<file path="src/rtl/core/arv_pkg.sv">
`timescale 1ns / 1ps
`default_nettype none

package arv_pkg;

  // Operation codes carried by a word.
  localparam logic OP_PUSH = 1'b0;
  localparam logic OP_TICK = 1'b1;

  // Configuration register byte offsets.
  localparam logic [2:0] REG_VOLUME = 3'd0;
  localparam logic [3:0] VOLUME_RESET = 4'd9;

  // Division by nine as a multiplication by ceil(2^23 / 9) and a shift.
  // The product magnitude stays below 2^20, well inside the exact range.
  localparam int unsigned RECIP_SHIFT = 23;
  localparam logic [19:0] RECIP_MUL = 20'd932068;

  localparam logic [15:0] SAMPLE_MAX = 16'h7fff;
  localparam logic [15:0] SAMPLE_MIN = 16'h8000;
  localparam logic [7:0] PWM_NEUTRAL = 8'd128;

  // Depth of the queue between the front and the back.
  localparam int unsigned QUEUE_DEPTH = 4;
  localparam int unsigned QUEUE_AW = 2;

  // One classified word, already scaled when it is a push.
  typedef struct packed {
    logic        operation;
    logic        batch_start;
    logic [15:0] sample;
  } word_t;

  typedef struct packed {
    logic [7:0]  pwm_level;
    logic        level_valid;
    logic        ring_was_empty;
    logic        sample_stored;
    logic [10:0] fill_count;
  } result_t;

  typedef enum logic [1:0] {
    BK_IDLE = 2'b01,
    BK_READ = 2'b10
  } back_state_t;

endpackage

`default_nettype wire

</file>
<file path="src/rtl/core/arv_front.sv">
`timescale 1ns / 1ps
`default_nettype none

module arv_front (
  input  wire                 clk,
  input  wire                 rst_n,
  input  wire                 push,
  output logic                full,
  input  wire                 in_operation,
  input  wire  [15:0]         in_sample_in,
  input  wire                 in_batch_start,
  input  wire  [3:0]          volume,
  output logic                word_valid,
  output arv_pkg::word_t      word,
  input  wire                 queue_full
);

  logic        v1_r, v1_nxt;
  logic        op1_r, bs1_r, neg1_r;
  logic [19:0] mag1_r;
  logic        v2_r, v2_nxt;
  logic        op2_r, bs2_r, neg2_r;
  logic [15:0] quot2_r;

  logic               advance;
  logic signed [20:0] prod;
  logic [20:0]        prod_mag;
  logic [39:0]        recip_prod;
  logic [15:0]        scaled;

  // The whole pipeline moves together; it stops only when its last word
  // cannot enter the queue.
  assign advance = !v2_r || !queue_full;
  assign full    = !advance;

  assign prod       = $signed(in_sample_in) * $signed({1'b0, volume});
  assign prod_mag   = prod[20] ? 21'(-prod) : 21'(prod);
  assign recip_prod = {20'd0, mag1_r} * {20'd0, arv_pkg::RECIP_MUL};

  assign v1_nxt = push && !full;
  assign v2_nxt = v1_r;

  always_ff @(posedge clk) begin
    if (!rst_n) begin
      v1_r <= 1'b0;
      v2_r <= 1'b0;
    end else if (advance) begin
      v1_r <= v1_nxt;
      v2_r <= v2_nxt;
    end
  end

  always_ff @(posedge clk) begin
    if (advance) begin
      op1_r   <= in_operation;
      bs1_r   <= in_batch_start;
      neg1_r  <= prod[20];
      mag1_r  <= prod_mag[19:0];
      op2_r   <= op1_r;
      bs2_r   <= bs1_r;
      neg2_r  <= neg1_r;
      quot2_r <= recip_prod[arv_pkg::RECIP_SHIFT +: 16];
    end
  end

  // Truncation toward zero: divide the magnitude, then restore the sign.
  always_comb begin
    if (neg2_r) begin
      if (quot2_r > 16'd32768) begin
        scaled = arv_pkg::SAMPLE_MIN;
      end else begin
        scaled = 16'(~quot2_r + 16'd1);
      end
    end else begin
      if (quot2_r > 16'd32767) begin
        scaled = arv_pkg::SAMPLE_MAX;
      end else begin
        scaled = quot2_r;
      end
    end
  end

  assign word_valid       = v2_r;
  assign word.operation   = op2_r;
  assign word.batch_start = bs2_r;
  assign word.sample      = scaled;

endmodule

`default_nettype wire

</file>
<file path="config.mk">
export PLATFORM = sky130hd
export DESIGN_NAME = arv_front
export DESIGN_NICKNAME = d
export VERILOG_FILES = /design/src/rtl/core/arv_pkg.sv /design/src/rtl/core/arv_front.sv
export SDC_FILE = /design/constraint.sdc
export NUM_CORES = 1
export LEC_CHECK = 0
export BUFFER_PORTS_ARGS = -buffer_cell sky130_fd_sc_hd__buf_2
export CAP_MARGIN = 20
export CORE_MARGIN = 2
export CORE_UTILIZATION = 45
export DETAILED_ROUTE_END_ITERATION = 6
export GPL_ROUTABILITY_DRIVEN = 0
export PLACE_DENSITY = 0.58
export SLEW_MARGIN = 20
export SYNTH_ARGS = -nofsm -noshare
export SYNTH_HDL_FRONTEND = slang
export SYNTH_SLANG_ARGS = --single-unit
</file>
<file path="constraint.sdc">
create_clock -name clk -period 10.88 [get_ports clk]
set_input_delay 2.176 -clock clk [delete_from_list [all_inputs] [get_ports clk]]
set_output_delay 2.176 -clock clk [all_outputs]
set_load 0.01 [all_outputs]
</file>
==> results.sh <==
export IMPL_numPortBuffers=45
export IMPL_crit_type="input pin to flop"
export IMPL_cp_max_fo=21
export IMPL_ant_nets=0
export IMPL_drive_gt1_frac=0.0691
export IMPL_post_route_min_period_ns=6.62
export IMPL_period_share=0.609
export IMPL_post_cts_buffers=0
export IMPL_cts_root_buf="clkbuf_16"
export IMPL_die_x_um=151
export IMPL_initial_core_util=0.461
export IMPL_largest_reg_flops=20
export IMPL_synth_common_cells="inv_1, ha_1, fa_1, nand2_1, nor2_1"
export IMPL_synth_area_per_cell_um2=9.43
export IMPL_ys_async_sr_fraction=0
export IMPL_diodes=0
export IMPL_dpl_hpwl_um=16400
export IMPL_dr_first_iter_drc_count=232
export IMPL_synth_edf_count=42
export IMPL_fmax_mhz=151
export IMPL_die_area_um2=22800
export IMPL_cts_resized=0
export IMPL_crit_required_ns=10.93
export IMPL_dr_total_vias=6786
export IMPL_grt_pass1_wl_um=32300
export IMPL_synth_nets=1362
export IMPL_synth_seq_cells=44
export IMPL_path_clk_slew_ns=0.06
export IMPL_skew_ns=0.00411
export IMPL_cts_made_buffers=5
export IMPL_cts_sinks=44
export IMPL_wl_um=18600
export IMPL_yosysTopAreaCell="fa_1"
export IMPL_die_h_um=151
export IMPL_setup_worst_path_start_class="input pin"
export IMPL_yosysSeqAreaShare=0.134
export IMPL_synth_warnings=0
export IMPL_worst_slew_pin_slew_ns=0.831
export IMPL_endpoint_kind="flop"
export IMPL_top_register="mag1_r"
export IMPL_ys_top_cells_by_area="fa_1, ha_1, edfxtp_1, inv_1, and2_1"
export IMPL_core_um2=21100
export IMPL_crit_start="volume[2]"
export IMPL_clockBufferDepth=2
export IMPL_setup_violations_final=0
export IMPL_final_nets=1402
export IMPL_via_per_inst=5.04
export IMPL_grtUsageTotal=0.174
export IMPL_maxSlewViolCount=0
export IMPL_netlist_area_um2=9720
export IMPL_ctsHoldBuffers=0
export IMPL_r2r_start="mag1_r[7]"
export IMPL_reg2reg_setup_slack_ns=4.63
export IMPL_yosysUniqueCellTypes=63
export IMPL_reg_largest_list="mag1_r: 20 flops, quot2_r: 16 flops"
export IMPL_worstSetupEndpoint="mag1_r[1]"
export IMPL_htreeDepth=2
export IMPL_maxCapViolations=0
export IMPL_antenna_found_initial=0
export IMPL_rr_worst_depth=19
export IMPL_synth_flop_cell="edfxtp_1"
export IMPL_holdWs_ns=0.426
export IMPL_first_pass_iters=4
export IMPL_max_slew_margin=0.446
export IMPL_cp_arrival_ns=6.67
export IMPL_ios=46
export IMPL_routedWlPerCell_um=13.8
export IMPL_status="finished clean"
export IMPL_synth_most_common_cell="inv_1"
export IMPL_synth_top_area_frac=0.249
export IMPL_r2r_end="quot2_r[15]"
export IMPL_clock_latency_ns=0.29
export IMPL_syn_inst=1031
export IMPL_grt_max_degree=45
export IMPL_hp_class="flop to flop"
export IMPL_drc=0
export IMPL_hold_viol_final=0
export IMPL_rsz0062_at_grt="false"
export IMPL_grt_pass1_vias=6941
export IMPL_setup_tns_final_ns=0
export IMPL_cts_tree="built"
export IMPL_grt_ovfl_total=0
export IMPL_rows=53
export IMPL_syn2layout_area_growth_pct=7.26
critical path: stages:
cell,delay [ns]
buf_2,0.17
and2_1,0.16
ha_1,0.31
fa_1,0.53
inv_1,0.05
fa_1,0.52
inv_1,0.04
ha_1,0.33
o21ai_0,0.13
o21ba_1,0.22
and3b_4,0.21
o41ai_4,0.48
a211oi_2,0.15
a311oi_4,0.76
mux2_2,0.41
metal layers:
| metal | GRT usage | share of wire | vias up |
|---|---|---|---|
| li1 | - | - | 3496 |
| met1 | 0.228 | 0.47 | 3193 |
| met2 | 0.321 | 0.49 | 88 |
| met3 | 0.0139 | 0.024 | 9 |
| met4 | 0.0285 | 0.0081 | 0 |
| met5 | 0 | 0 | - |
worst min-delay path by stage:
stage                       end  startpoint  cells past startpoint  slack, ns
final                     op2_r       op1_r                      0       0.43
after global routing      bs2_r       bs1_r                      0       0.44
after CTS                 op2_r       op1_r                      0       0.43
after detailed placement  op2_r       op1_r                      0       0.42
after global placement    op2_r       op1_r                      0       0.41
after floorplan           bs2_r       bs1_r                      0       0.40
kinds of logic after synthesis:
group,after synthesis,share of synthesized area
XOR/XNOR,52,0.0468
AO/OA/AOI/OAI,155,0.114
adder cells (fa/ha/maj),305,0.486
multiplexers,3,0.00335
AND/OR/NAND/NOR,236,0.123
buffers and inverters,236,0.0934
flip-flops,44,0.134
area by class of cell:
class | count | area, um2
inverters | 223 | 837
fillers | 2015 | 10700
flip-flops and latches | 44 | 1300
well taps | 275 | 344
clock inverters | 2 | 60.1
multi-input cells | 751 | 7520
clock buffers | 5 | 125
repair buffers | 46 | 245
stage by stage:
stage               worst slack, ns   util  cells  instance area (um2)
finish                         4.26  0.495   1346                10400
global route                   3.92  0.495   1346                10400
CTS                            4.21  0.494   1345                10400
detailed placement             3.89  0.485   1338                10200
global placement               3.93  0.485   1338                10200
floorplan                      4.49      -   1031                 9720
layout by cell type (no fill, tap or decap), drive strengths merged, types with 6 or more instances in the layout:
| cell | synthesis | layout |
|---|---|---|
| inv | 223 | 223 |
| ha | 184 | 184 |
| fa | 121 | 121 |
| nand2 | 63 | 63 |
| nor2 | 50 | 50 |
| and2 | 48 | 48 |
| buf | 4 | 46 |
| edfxtp | 42 | 42 |
| xnor2 | 31 | 31 |
| a21oi | 31 | 31 |
| o21ai | 29 | 29 |
| xor2 | 21 | 21 |
| a21o | 19 | 19 |
| nand3 | 14 | 14 |
| o311ai | 12 | 12 |
| a211oi | 12 | 12 |
| nor3 | 11 | 11 |
| or3 | 10 | 10 |
| o21a | 9 | 9 |
| and3 | 6 | 6 |
| a31oi | 6 | 6 |
| nand2b | 6 | 6 |
Power is not shown: default switching activity piles up to over one toggle a cycle in this logic, so the estimate is an artifact.
