$ cat config.mk
export PLATFORM = sky130hd
export DESIGN_NAME = arv_queue
export DESIGN_NICKNAME = d
export VERILOG_FILES = /design/src/rtl/core/arv_pkg.sv /design/src/rtl/core/arv_queue.sv
export SDC_FILE = /design/constraint.sdc
export NUM_CORES = 1
export LEC_CHECK = 0
export BUFFER_PORTS_ARGS = -buffer_cell sky130_fd_sc_hd__buf_2
export CAP_MARGIN = 0
export CORE_ASPECT_RATIO = 2
export CORE_MARGIN = 1.5
export CORE_UTILIZATION = 45
export CTS_CLUSTER_SIZE = 14
export DETAILED_ROUTE_END_ITERATION = 12
export GPL_ROUTABILITY_DRIVEN = 0
export SYNTH_ARGS = -nofsm -noshare
export SYNTH_HDL_FRONTEND = slang
export SYNTH_SLANG_ARGS = --single-unit
$ cat constraint.sdc
create_clock -name clk -period 3.45 [get_ports clk]
set_input_delay 0.69 -clock clk [delete_from_list [all_inputs] [get_ports clk]]
set_output_delay 0.69 -clock clk [all_outputs]
set_load 0.02 [all_outputs]
$ cat src/rtl/core/arv_pkg.sv
`timescale 1ns / 1ps
`default_nettype none

package arv_pkg;

  // Operation codes carried by a word.
  localparam logic OP_PUSH = 1'b0;
  localparam logic OP_TICK = 1'b1;

  // Configuration register byte offsets.
  localparam logic [2:0] REG_VOLUME = 3'd0;
  localparam logic [3:0] VOLUME_RESET = 4'd9;

  // Division by nine as a multiplication by ceil(2^23 / 9) and a shift.
  // The product magnitude stays below 2^20, well inside the exact range.
  localparam int unsigned RECIP_SHIFT = 23;
  localparam logic [19:0] RECIP_MUL = 20'd932068;

  localparam logic [15:0] SAMPLE_MAX = 16'h7fff;
  localparam logic [15:0] SAMPLE_MIN = 16'h8000;
  localparam logic [7:0] PWM_NEUTRAL = 8'd128;

  // Depth of the queue between the front and the back.
  localparam int unsigned QUEUE_DEPTH = 4;
  localparam int unsigned QUEUE_AW = 2;

  // One classified word, already scaled when it is a push.
  typedef struct packed {
    logic        operation;
    logic        batch_start;
    logic [15:0] sample;
  } word_t;

  typedef struct packed {
    logic [7:0]  pwm_level;
    logic        level_valid;
    logic        ring_was_empty;
    logic        sample_stored;
    logic [10:0] fill_count;
  } result_t;

  typedef enum logic [1:0] {
    BK_IDLE = 2'b01,
    BK_READ = 2'b10
  } back_state_t;

endpackage

`default_nettype wire

$ cat src/rtl/core/arv_queue.sv
`timescale 1ns / 1ps
`default_nettype none

module arv_queue (
  input  wire             clk,
  input  wire             rst_n,
  input  wire             wr_valid,
  input  arv_pkg::word_t  wr_word,
  output logic            q_full,
  output logic            rd_valid,
  output arv_pkg::word_t  rd_word,
  input  wire             rd_take
);

  arv_pkg::word_t                      slots_r [arv_pkg::QUEUE_DEPTH];
  logic [arv_pkg::QUEUE_AW-1:0]        wp_r, wp_nxt;
  logic [arv_pkg::QUEUE_AW-1:0]        rp_r, rp_nxt;
  logic [arv_pkg::QUEUE_AW:0]          cnt_r, cnt_nxt;
  logic                                wr_en, rd_en;

  assign q_full   = (cnt_r == (arv_pkg::QUEUE_AW + 1)'(arv_pkg::QUEUE_DEPTH));
  assign rd_valid = (cnt_r != '0);
  assign rd_word  = slots_r[rp_r];

  assign wr_en = wr_valid && !q_full;
  assign rd_en = rd_take && rd_valid;

  always_comb begin
    wp_nxt  = wr_en ? wp_r + 1'b1 : wp_r;
    rp_nxt  = rd_en ? rp_r + 1'b1 : rp_r;
    cnt_nxt = cnt_r;
    if (wr_en && !rd_en) begin
      cnt_nxt = cnt_r + 1'b1;
    end else if (rd_en && !wr_en) begin
      cnt_nxt = cnt_r - 1'b1;
    end
  end

  always_ff @(posedge clk) begin
    if (!rst_n) begin
      wp_r  <= '0;
      rp_r  <= '0;
      cnt_r <= '0;
    end else begin
      wp_r  <= wp_nxt;
      rp_r  <= rp_nxt;
      cnt_r <= cnt_nxt;
    end
  end

  always_ff @(posedge clk) begin
    if (wr_en) begin
      slots_r[wp_r] <= wr_word;
    end
  end

endmodule

`default_nettype wire

==> results.yml, run 1 <==
synthesis:
  syn_nets: 170
  yosysSeqAreaShare_pct: 74.9
  synth_edf_count: 72
  synth-main-ff-cell: "edfxtp_1"
  async_flop_share_pct: 0
  yosysUniqueCellTypes: 23
  syn-cell-area_mm2: 0.00313
  synth_area_per_cell_um2: 22.0
  ys_warn_count: 0
  ys_ff_latch: 81
  syn_inst: 142
power:
  p_per_area_mw_per_mm2: 762
  leakagePower_uw: 0.00129
  peakVddDrop_mv: 0.369
  p_total_uw: 2800
finish:
  multi_input_area_um2: 716
  stdcell_area_mm2: 0.00367
  final_common_cell: "edfxtp_1"
  final_cell_mix: "edfxtp_1, buf_2, mux4_2"
  num-nets-final: 219
  area_growth_pct: 17.6
  fillers: 529
  fin_util_pct: 55.1
  antenna_cells: 0
  drive_above_1_share_pct: 37.2
  register_area_mm2: 0.00234
clocking:
  clk_path_buf_depth: 2
  postCtsSetupBuffers: 0
  clkSlewWorstSetupHoldPaths_ns: 0.05
  cts_hold_repair.buffers: 0
  cts_tree: "done"
  cts_resized: 0
  htreeDepth: 3
  cts_buffers: 9
  worstSkewPairLatency_ns: 0.33
  cts.sinks: 81
  cts_root_buf: "clkbuf_16"
critical_path:
  path_cells: "mux4_1 -> buf_2"
  worstSetupStartpointType: "flip-flop"
  required_ns: 2.76
  crit_buf_inv: 1
  path_max_fanout: 18
  crit_arrival_ns: 1.79
  end_kind: "primary output"
  cpLargestDelayFamily: "flip-flops"
  critPathSlowestCell: "dfxtp_1"
  crit_type: "reg2out"
  slowest_delay_ns: 0.87
route:
  wl_per_cell_um: 17.0
  drc: 0
  drt-initial-drc-count: 60
  ant_nets: 0
  wirelength_um: 4820
  num_vias: 1427
  vias_per_cell: 5.02
  drtPass1Iterations: 4
sta:
  layout_min_cycle_time_ns: 2.48
  setup_violations: 0
  fmax_mhz: 403
  finalHoldViolCount: 0
  drv_slew: 0
  finalSetupTns_ns: 0
  period_share_pct: 72.0
  worstMarginPinSlew_ns: 0.923
  rsz0062_at_grt: "false"
  clock_skew_ns: 0.00485
  slew_headroom_pct: 38.5
floorplan:
  coreArea_mm2: 0.00667
  num_rows: 42
  initial_core_util_pct: 46.8
  io_pins: 42
  die-area_mm2: 0.00748
  die_x_um: 61.9
  die_h_um: 121
grt:
  antenna_found_initial: 0
  grt_overflow: 0
  grt_usage_pct: 14.8
  use_met1_pct: 14.8
  grt_pass1_vias: 1532
  grtUsageMet3_pct: 5.22
  grt_pass1_wl_um: 7420
  grt_max_degree: 19
  grt_busiest_layer: "met2"
  gr-usage-met2_pct: 25.3
job:
  cap_violations: 0
placement:
  placed_cell_area_mm2: 0.00341
  port_buffers: 41
  hpwl_um: 3090
worst_hold_path:
  min_path_type: "reg2reg"
run_status:
  run_status: "complete, no violations"
-- routing by layer --
layer / up-vias / routed length (um)
li1: 668 / -
met1: 713 / 1740
met2: 35 / 2740
met3: 11 / 203
met4: 0 / 135
met5: - / 0
-- synthesized netlist by cell type, types with 2 or more instances --
cell type   n  area, um2
and2_1      8       50.1
buf_2       2       10.0
buf_6       2       22.5
dfxtp_1     9        180
edfxtp_1   72       2160
ha_1        5       62.6
inv_1       3       11.3
mux2i_1     3       30.0
mux4_1      5        131
mux4_2     13        293
nand2_1     4       15.0
nor2b_1     2       12.5
or3_1       2       12.5
xnor2_1     3       26.3
-- cells by family (layout without fill, tap and decap cells) --
logic type      count (synthesis)  after routing  share of synthesized area [%]
flops                          81             81                           74.9
mux                            21             21                           14.5
simple gates                   17             17                           3.28
fa+ha+maj                       6              6                           2.64
buf+inv                         9             63                           2.16
compound gates                  4              4                           1.32
xor+xnor                        4              4                           1.12
-- path summary, 6_finish.rpt --
kind	startpoint	endpoint	slack, ns	cells after the start
setup / recovery	flip-flop	rd_word[15]	0.97	2
hold / removal	wp_r[1]$_SDFFE_PN0P_	wp_r[1]$_SDFFE_PN0P_	0.50	2
setup reg to reg	cnt_r[0]$_SDFFE_PN0P_	cnt_r[2]$_SDFFE_PN0P_	1.05	8
hold reg to reg	wp_r[1]$_SDFFE_PN0P_	wp_r[1]$_SDFFE_PN0P_	0.50	2
-- tightest hold or removal path, cell delays in order, from the launching register on --
cell and delay, ns:
dfxtp_1 0.33, nand2_1 0.06, mux2i_1 0.05
-- flip-flops by register name, indices dropped and copies added, names as in the netlist, named ones only --
register  flops
rp_r          2
slots_r      72
cnt_r         3
wp_r          2
-- layout make-up --
class	instances	share of cell area (%)
repair buffers	44	6.20
inverters	3	0.306
well taps	88	3.00
multi-input cells	52	19.5
clock buffers	13	6.81
flip-flops and latches	81	63.7
clock inverters	3	0.477
-- report_power, final --
part           switching, uW  internal [uW]
Clock                    333            504
Combinational            379            321
Sequential              67.2           1200
-- through the flow --
| step | instances | setup WS, ns | hold WS [ns] |
|---|---|---|---|
| 2_1_floorplan | 142 | 1.24 | 0.468 |
| 3_3_place_gp | 268 | 0.942 | 0.479 |
| 5_1_grt | 284 | 0.817 | 0.541 |
| 4_1_cts | 284 | 0.883 | 0.514 |
| 3_5_place_dp | 268 | 0.836 | 0.506 |
| 6_report | 284 | 0.967 | 0.502 |
No activity file was read; power rests on OpenSTA's default activity.
==> run 2: changes to the inputs <==
--- a/config.mk
+++ b/config.mk
@@ -13,6 +13,7 @@
 export CTS_CLUSTER_SIZE = 14
 export DETAILED_ROUTE_END_ITERATION = 12
 export GPL_ROUTABILITY_DRIVEN = 0
+export PLACE_DENSITY = 0.67
 export SYNTH_ARGS = -nofsm -noshare
 export SYNTH_HDL_FRONTEND = slang
 export SYNTH_SLANG_ARGS = --single-unit
==> constraint.sdc (replaced) <==
create_clock -name clk -period 2.11 [get_ports clk]
set_input_delay 0.422 -clock clk [delete_from_list [all_inputs] [get_ports clk]]
set_output_delay 0.422 -clock clk [all_outputs]
set_load 0.02 [all_outputs]
==> run 2 against run 1 <==
- critical path depth increased by 1
- worst hold slack got worse by 0.20 ns
- routed wire length increased by 13%
- sequential cell count unchanged
- global-route usage increased by 1.5 points
==> results.yml, run 2 (same netlist as run 1, synthesis figures left out) <==
run_status:
  run_status: "complete, no violations"
clocking:
  htreeDepth: 3
  cts_tree: "done"
  cts_root_buf: "clkbuf_16"
  clk_path_buf_depth: 2
  cts_buffers: 9
  worstSkewPairLatency_ns: 0.33
  clkSlewWorstSetupHoldPaths_ns: 0.05
  cts.sinks: 81
finish:
  final_common_cell: "edfxtp_1"
  antenna_cells: 0
  drive_above_1_share_pct: 41.7
  fillers: 513
  area_growth_pct: 23.4
  top_register: "slots_r"
  stdcell_area_mm2: 0.00386
  largest_registers: "slots_r x72, cnt_r x3"
  largest_reg_flops: 72
  final_cell_count_no_fill: 292
  final_cell_mix: "edfxtp_1, buf_2, mux4_2"
  num-nets-final: 227
floorplan:
  die_x_um: 61.9
  initial_core_util_pct: 46.8
  coreArea_mm2: 0.00667
  die_h_um: 121
  num_rows: 42
  io_pins: 42
  die-area_mm2: 0.00748
sta:
  layout_min_cycle_time_ns: 2.05
  fin_ws_ns: 0.0557
  slew_headroom_pct: 71.6
  clock_skew_ns: 0.00552
  fmax_mhz: 487
  drv_slew: 0
  worstMarginPinSlew_ns: 0.427
  finalHoldViolCount: 0
  period_share_pct: 97.4
  setup_violations: 0
placement:
  hpwl_um: 3630
  placedCellCount: 273
  dp_worst_setup_slack_ns: -0.0421
  placed_cell_area_mm2: 0.00350
  port_buffers: 41
critical_path:
  crit_arrival_ns: 1.63
  required_ns: 1.69
  slowest_delay_ns: 0.57
  critPathSlowestCell: "mux4_1"
  worstSetupStartpointType: "flip-flop"
  end_kind: "primary output"
  cpLargestDelayFamily: "multiplexers"
  crit_buf_inv: 2
  path_max_fanout: 9
  path_cells: "buf_12 -> mux4_1 -> buf_2"
  crit_type: "reg2out"
grt:
  antenna_found_initial: 0
  gr-usage-met2_pct: 29.1
  grt_usage_pct: 16.3
  grt_pass1_vias: 1710
  grtUsageMet3_pct: 5.01
  grt_max_degree: 19
  use_met1_pct: 16.1
  grt_pass1_wl_um: 8270
  grt_busiest_layer: "met2"
  grt_overflow: 0
route:
  drtPass1Iterations: 4
  vias_per_cell: 5.16
  drt-initial-drc-count: 79
  wl_per_cell_um: 18.6
  num_vias: 1507
  ant_nets: 0
  wirelength_um: 5440
  drc: 0
power:
  peakVddDrop_mv: 0.954
  leakagePower_uw: 0.00136
  p_per_area_mw_per_mm2: 1290
worst_hold_path:
  min_path_type: "in2reg"
job:
  cap_violations: 0
[run 2: layout make-up]
cell class / instances / area (um2) / area share, %
flip-flops and latches: 81 / 2350 / 60.8
well taps: 88 / 110 / 2.85
inverters: 3 / 11.3 / 0.292
repair buffers: 52 / 355 / 9.21
multi-input cells: 52 / 729 / 18.9
clock buffers: 12 / 236 / 6.13
clock inverters: 4 / 67.6 / 1.75
[run 2: power by group]
| part | switching (uW) | internal, uW |
|---|---|---|
| Sequential | 109 | 1960 |
| Clock | 542 | 1030 |
| Combinational | 687 | 635 |
[run 2: path summary, 6_finish.rpt]
check	start	end	slack, ns	cells after the start
setup reg to reg	cnt_r[1]$_SDFFE_PN0P_	cnt_r[2]$_SDFFE_PN0P_	0.09	7
setup / recovery	flip-flop	rd_word[3]	0.06	3
hold / removal	wr_word[3]	slots_r[1][3]$_DFFE_PP_	0.30	1
hold reg to reg	wp_r[0]$_SDFFE_PN0P_	wp_r[0]$_SDFFE_PN0P_	0.52	2
[run 2: per-layer routing]
metal  part of all wire, %  vias up  wire length (um)
met1                    36      767              1950
met2                    58       44              3160
met5                     0        -                 0
met3                   4.1        7               221
met4                   1.9        0               105
li1                      -      689                 -
[run 2: stage by stage]
stage | setup TNS [ns] | power, uW | hold slack [ns] | util, %
4_1_cts | 0 | 4950 | 0.296 | 57.3
3_5_place_dp | -0.0421 | 3360 | 0.511 | 52.4
6_report | 0 | 4970 | 0.303 | 57.8
3_3_place_gp | 0 | 3280 | 0.476 | 52.4
2_1_floorplan | 0 | 2980 | 0.468 | -
5_1_grt | -0.00277 | 5170 | 0.306 | 57.8
[run 2: repair_timing]
action	CTS	global route
resized for setup	3	4
buffers inserted	2	0
gates cloned	0	1
endpoints found under the hold margin	0	0
hold buffers	0	0
setup endpoints to repair	1	2
pin swaps	0	2
[run 2: worst register-to-register path, cell delays in order, from the launching register on]
cell,delay (ns)
dfxtp_2,0.35
o31ai_4,0.30
ha_2,0.22
inv_1,0.05
fa_1,0.39
xor2_1,0.19
or3_1,0.31
a21boi_1,0.15
==> run 3: changes to the inputs <==
--- a/config.mk
+++ b/config.mk
@@ -5,15 +5,14 @@
 export SDC_FILE = /design/constraint.sdc
 export NUM_CORES = 1
 export LEC_CHECK = 0
-export BUFFER_PORTS_ARGS = -buffer_cell sky130_fd_sc_hd__buf_2
 export CAP_MARGIN = 0
 export CORE_ASPECT_RATIO = 2
 export CORE_MARGIN = 1.5
 export CORE_UTILIZATION = 45
 export CTS_CLUSTER_SIZE = 14
 export DETAILED_ROUTE_END_ITERATION = 12
+export DONT_BUFFER_PORTS = 1
 export GPL_ROUTABILITY_DRIVEN = 0
-export PLACE_DENSITY = 0.67
 export SYNTH_ARGS = -nofsm -noshare
 export SYNTH_HDL_FRONTEND = slang
 export SYNTH_SLANG_ARGS = --single-unit
==> run 3 against run 2 <==
- critical path type unchanged
- via count shrank 10%
- count of clock-buffer cells in the layout grew 2
- cell count is 14% lower
==> results.yml, run 3 (same netlist as run 1, synthesis figures left out) <==
grt:
  grt_usage_pct: 14.6
  grt_max_degree: 19
  grt_pass1_wl_um: 7250
  antenna_found_initial: 0
  grt_pass1_vias: 1484
  grt_overflow: 0
route:
  wirelength_um: 4800
  drc: 0
  drtPass1Iterations: 4
  ant_nets: 0
  drt-initial-drc-count: 48
  vias_per_cell: 5.37
  num_vias: 1349
  wl_per_cell_um: 19.1
finish:
  fillers: 546
  multi_input_area_um2: 729
  num-nets-final: 186
  top_register: "slots_r"
  final_cell_mix: "edfxtp_1, mux4_2, clkbuf_16"
  fin_util_pct: 53.8
  antenna_cells: 0
  largest_reg_flops: 72
  final_cell_count_no_fill: 251
  stdcell_area_mm2: 0.00359
  drive_above_1_share_pct: 27.0
  largest_registers: "slots_r x72, cnt_r x3"
  register_area_mm2: 0.00234
  final_common_cell: "edfxtp_1"
  area_growth_pct: 15.0
floorplan:
  initial_core_util_pct: 46.8
  die-area_mm2: 0.00748
  die_h_um: 121
  io_pins: 42
  num_rows: 42
  die_x_um: 61.9
  coreArea_mm2: 0.00667
clocking:
  cts.sinks: 81
  cts_buffers: 9
  clkSlewWorstSetupHoldPaths_ns: 0.06
  clk_path_buf_depth: 2
  cts_hold_repair.buffers: 0
  cts_root_buf: "clkbuf_16"
  cts_tree: "done"
  htreeDepth: 3
  worstSkewPairLatency_ns: 0.33
sta:
  clock_skew_ns: 0.00492
  finalHoldViolCount: 0
  layout_min_cycle_time_ns: 2.01
  rsz0062_at_grt: "false"
  period_share_pct: 95.4
  drv_slew: 0
  worstMarginPinSlew_ns: 0.324
  hold_ws_ns: 0.188
  fin_ws_ns: 0.0975
  setup_violations: 0
  slew_headroom_pct: 78.4
  fmax_mhz: 497
placement:
  placedCellCount: 233
  port_buffers: 0
  dp_worst_setup_slack_ns: -0.00534
  hpwl_um: 3220
  placed_cell_area_mm2: 0.00329
power:
  p_per_area_mw_per_mm2: 1270
  switching_share_pct: 27.5
  switching_power_uw: 1250
  p_comb_share_pct: 24.1
  leakagePower_uw: 0.00118
  p_int_uw: 3300
  peakVddDrop_mv: 0.818
  pwr-share-clk_pct: 30.8
  seqPwrFrac_pct: 45.2
critical_path:
  required_ns: 1.69
  crit_arrival_ns: 1.59
  path_max_fanout: 18
  worstSetupStartpointType: "flip-flop"
  crit_type: "reg2out"
  r2r-start: "cnt_r[2]$_SDFFE_PN0P_"
  end_kind: "primary output"
worst_hold_path:
  min_path_type: "in2reg"
  worstHoldStart: "wr_word[1]"
job:
  cap_violations: 0
run_status:
  run_status: "complete, no violations"
[run 3: area by class of cell]
type                    instances  area share (%)
flip-flops and latches         81            65.3
multi-input cells              52            20.3
clock buffers                  14            7.35
repair buffers                 11            3.34
well taps                      88            3.06
inverters                       3           0.313
clock inverters                 2           0.383
[run 3: what timing repair did]
item	CTS	global route
setup buffers	1	1
resized for setup	3	2
pin swaps	0	2
endpoints found under the setup margin	1	1
[run 3: path summary, 6_finish.rpt]
| check | end | slack, ns | cells past startpoint |
|---|---|---|---|
| worst min-delay path | slots_r[2][1]$_DFFE_PP_ | 0.19 | 0 |
| worst max-delay path | rd_word[15] | 0.1 | 2 |
| worst min register to register | wp_r[1]$_SDFFE_PN0P_ | 0.51 | 2 |
| worst max register to register | cnt_r[2]$_SDFFE_PN0P_ | 0.11 | 8 |
[run 3: through the flow]
step	setup TNS [ns]	power, uW
after global routing	0	4750
after detailed placement	-0.00534	3180
final	0	4550
after floorplan	0	2980
after global placement	0	3130
after CTS	0	4600
[run 3: power groups by stage]
stage                     registers (uW)  clock network (uW)  logic, uW
after floorplan                     2060                   0        921
after global placement              2060                   0       1060
after detailed placement            2080                   0       1100
after CTS                           2060                1430       1110
after global routing                2080                1490       1180
final                               2050                1400       1100
[run 3: critical path: stages, from the launching register on]
cell     delay, ns
dfxtp_1       0.35
buf_12        0.20
mux4_1        0.72
[run 3: layer usage]
metal | global-route usage (%) | vias up | wire length [um]
met1 | 12.2 | 691 | 1550
met3 | 5.97 | 13 | 344
met5 | 0 | - | 0
li1 | - | 603 | -
met4 | 9.18 | 0 | 159
met2 | 25.7 | 42 | 2750
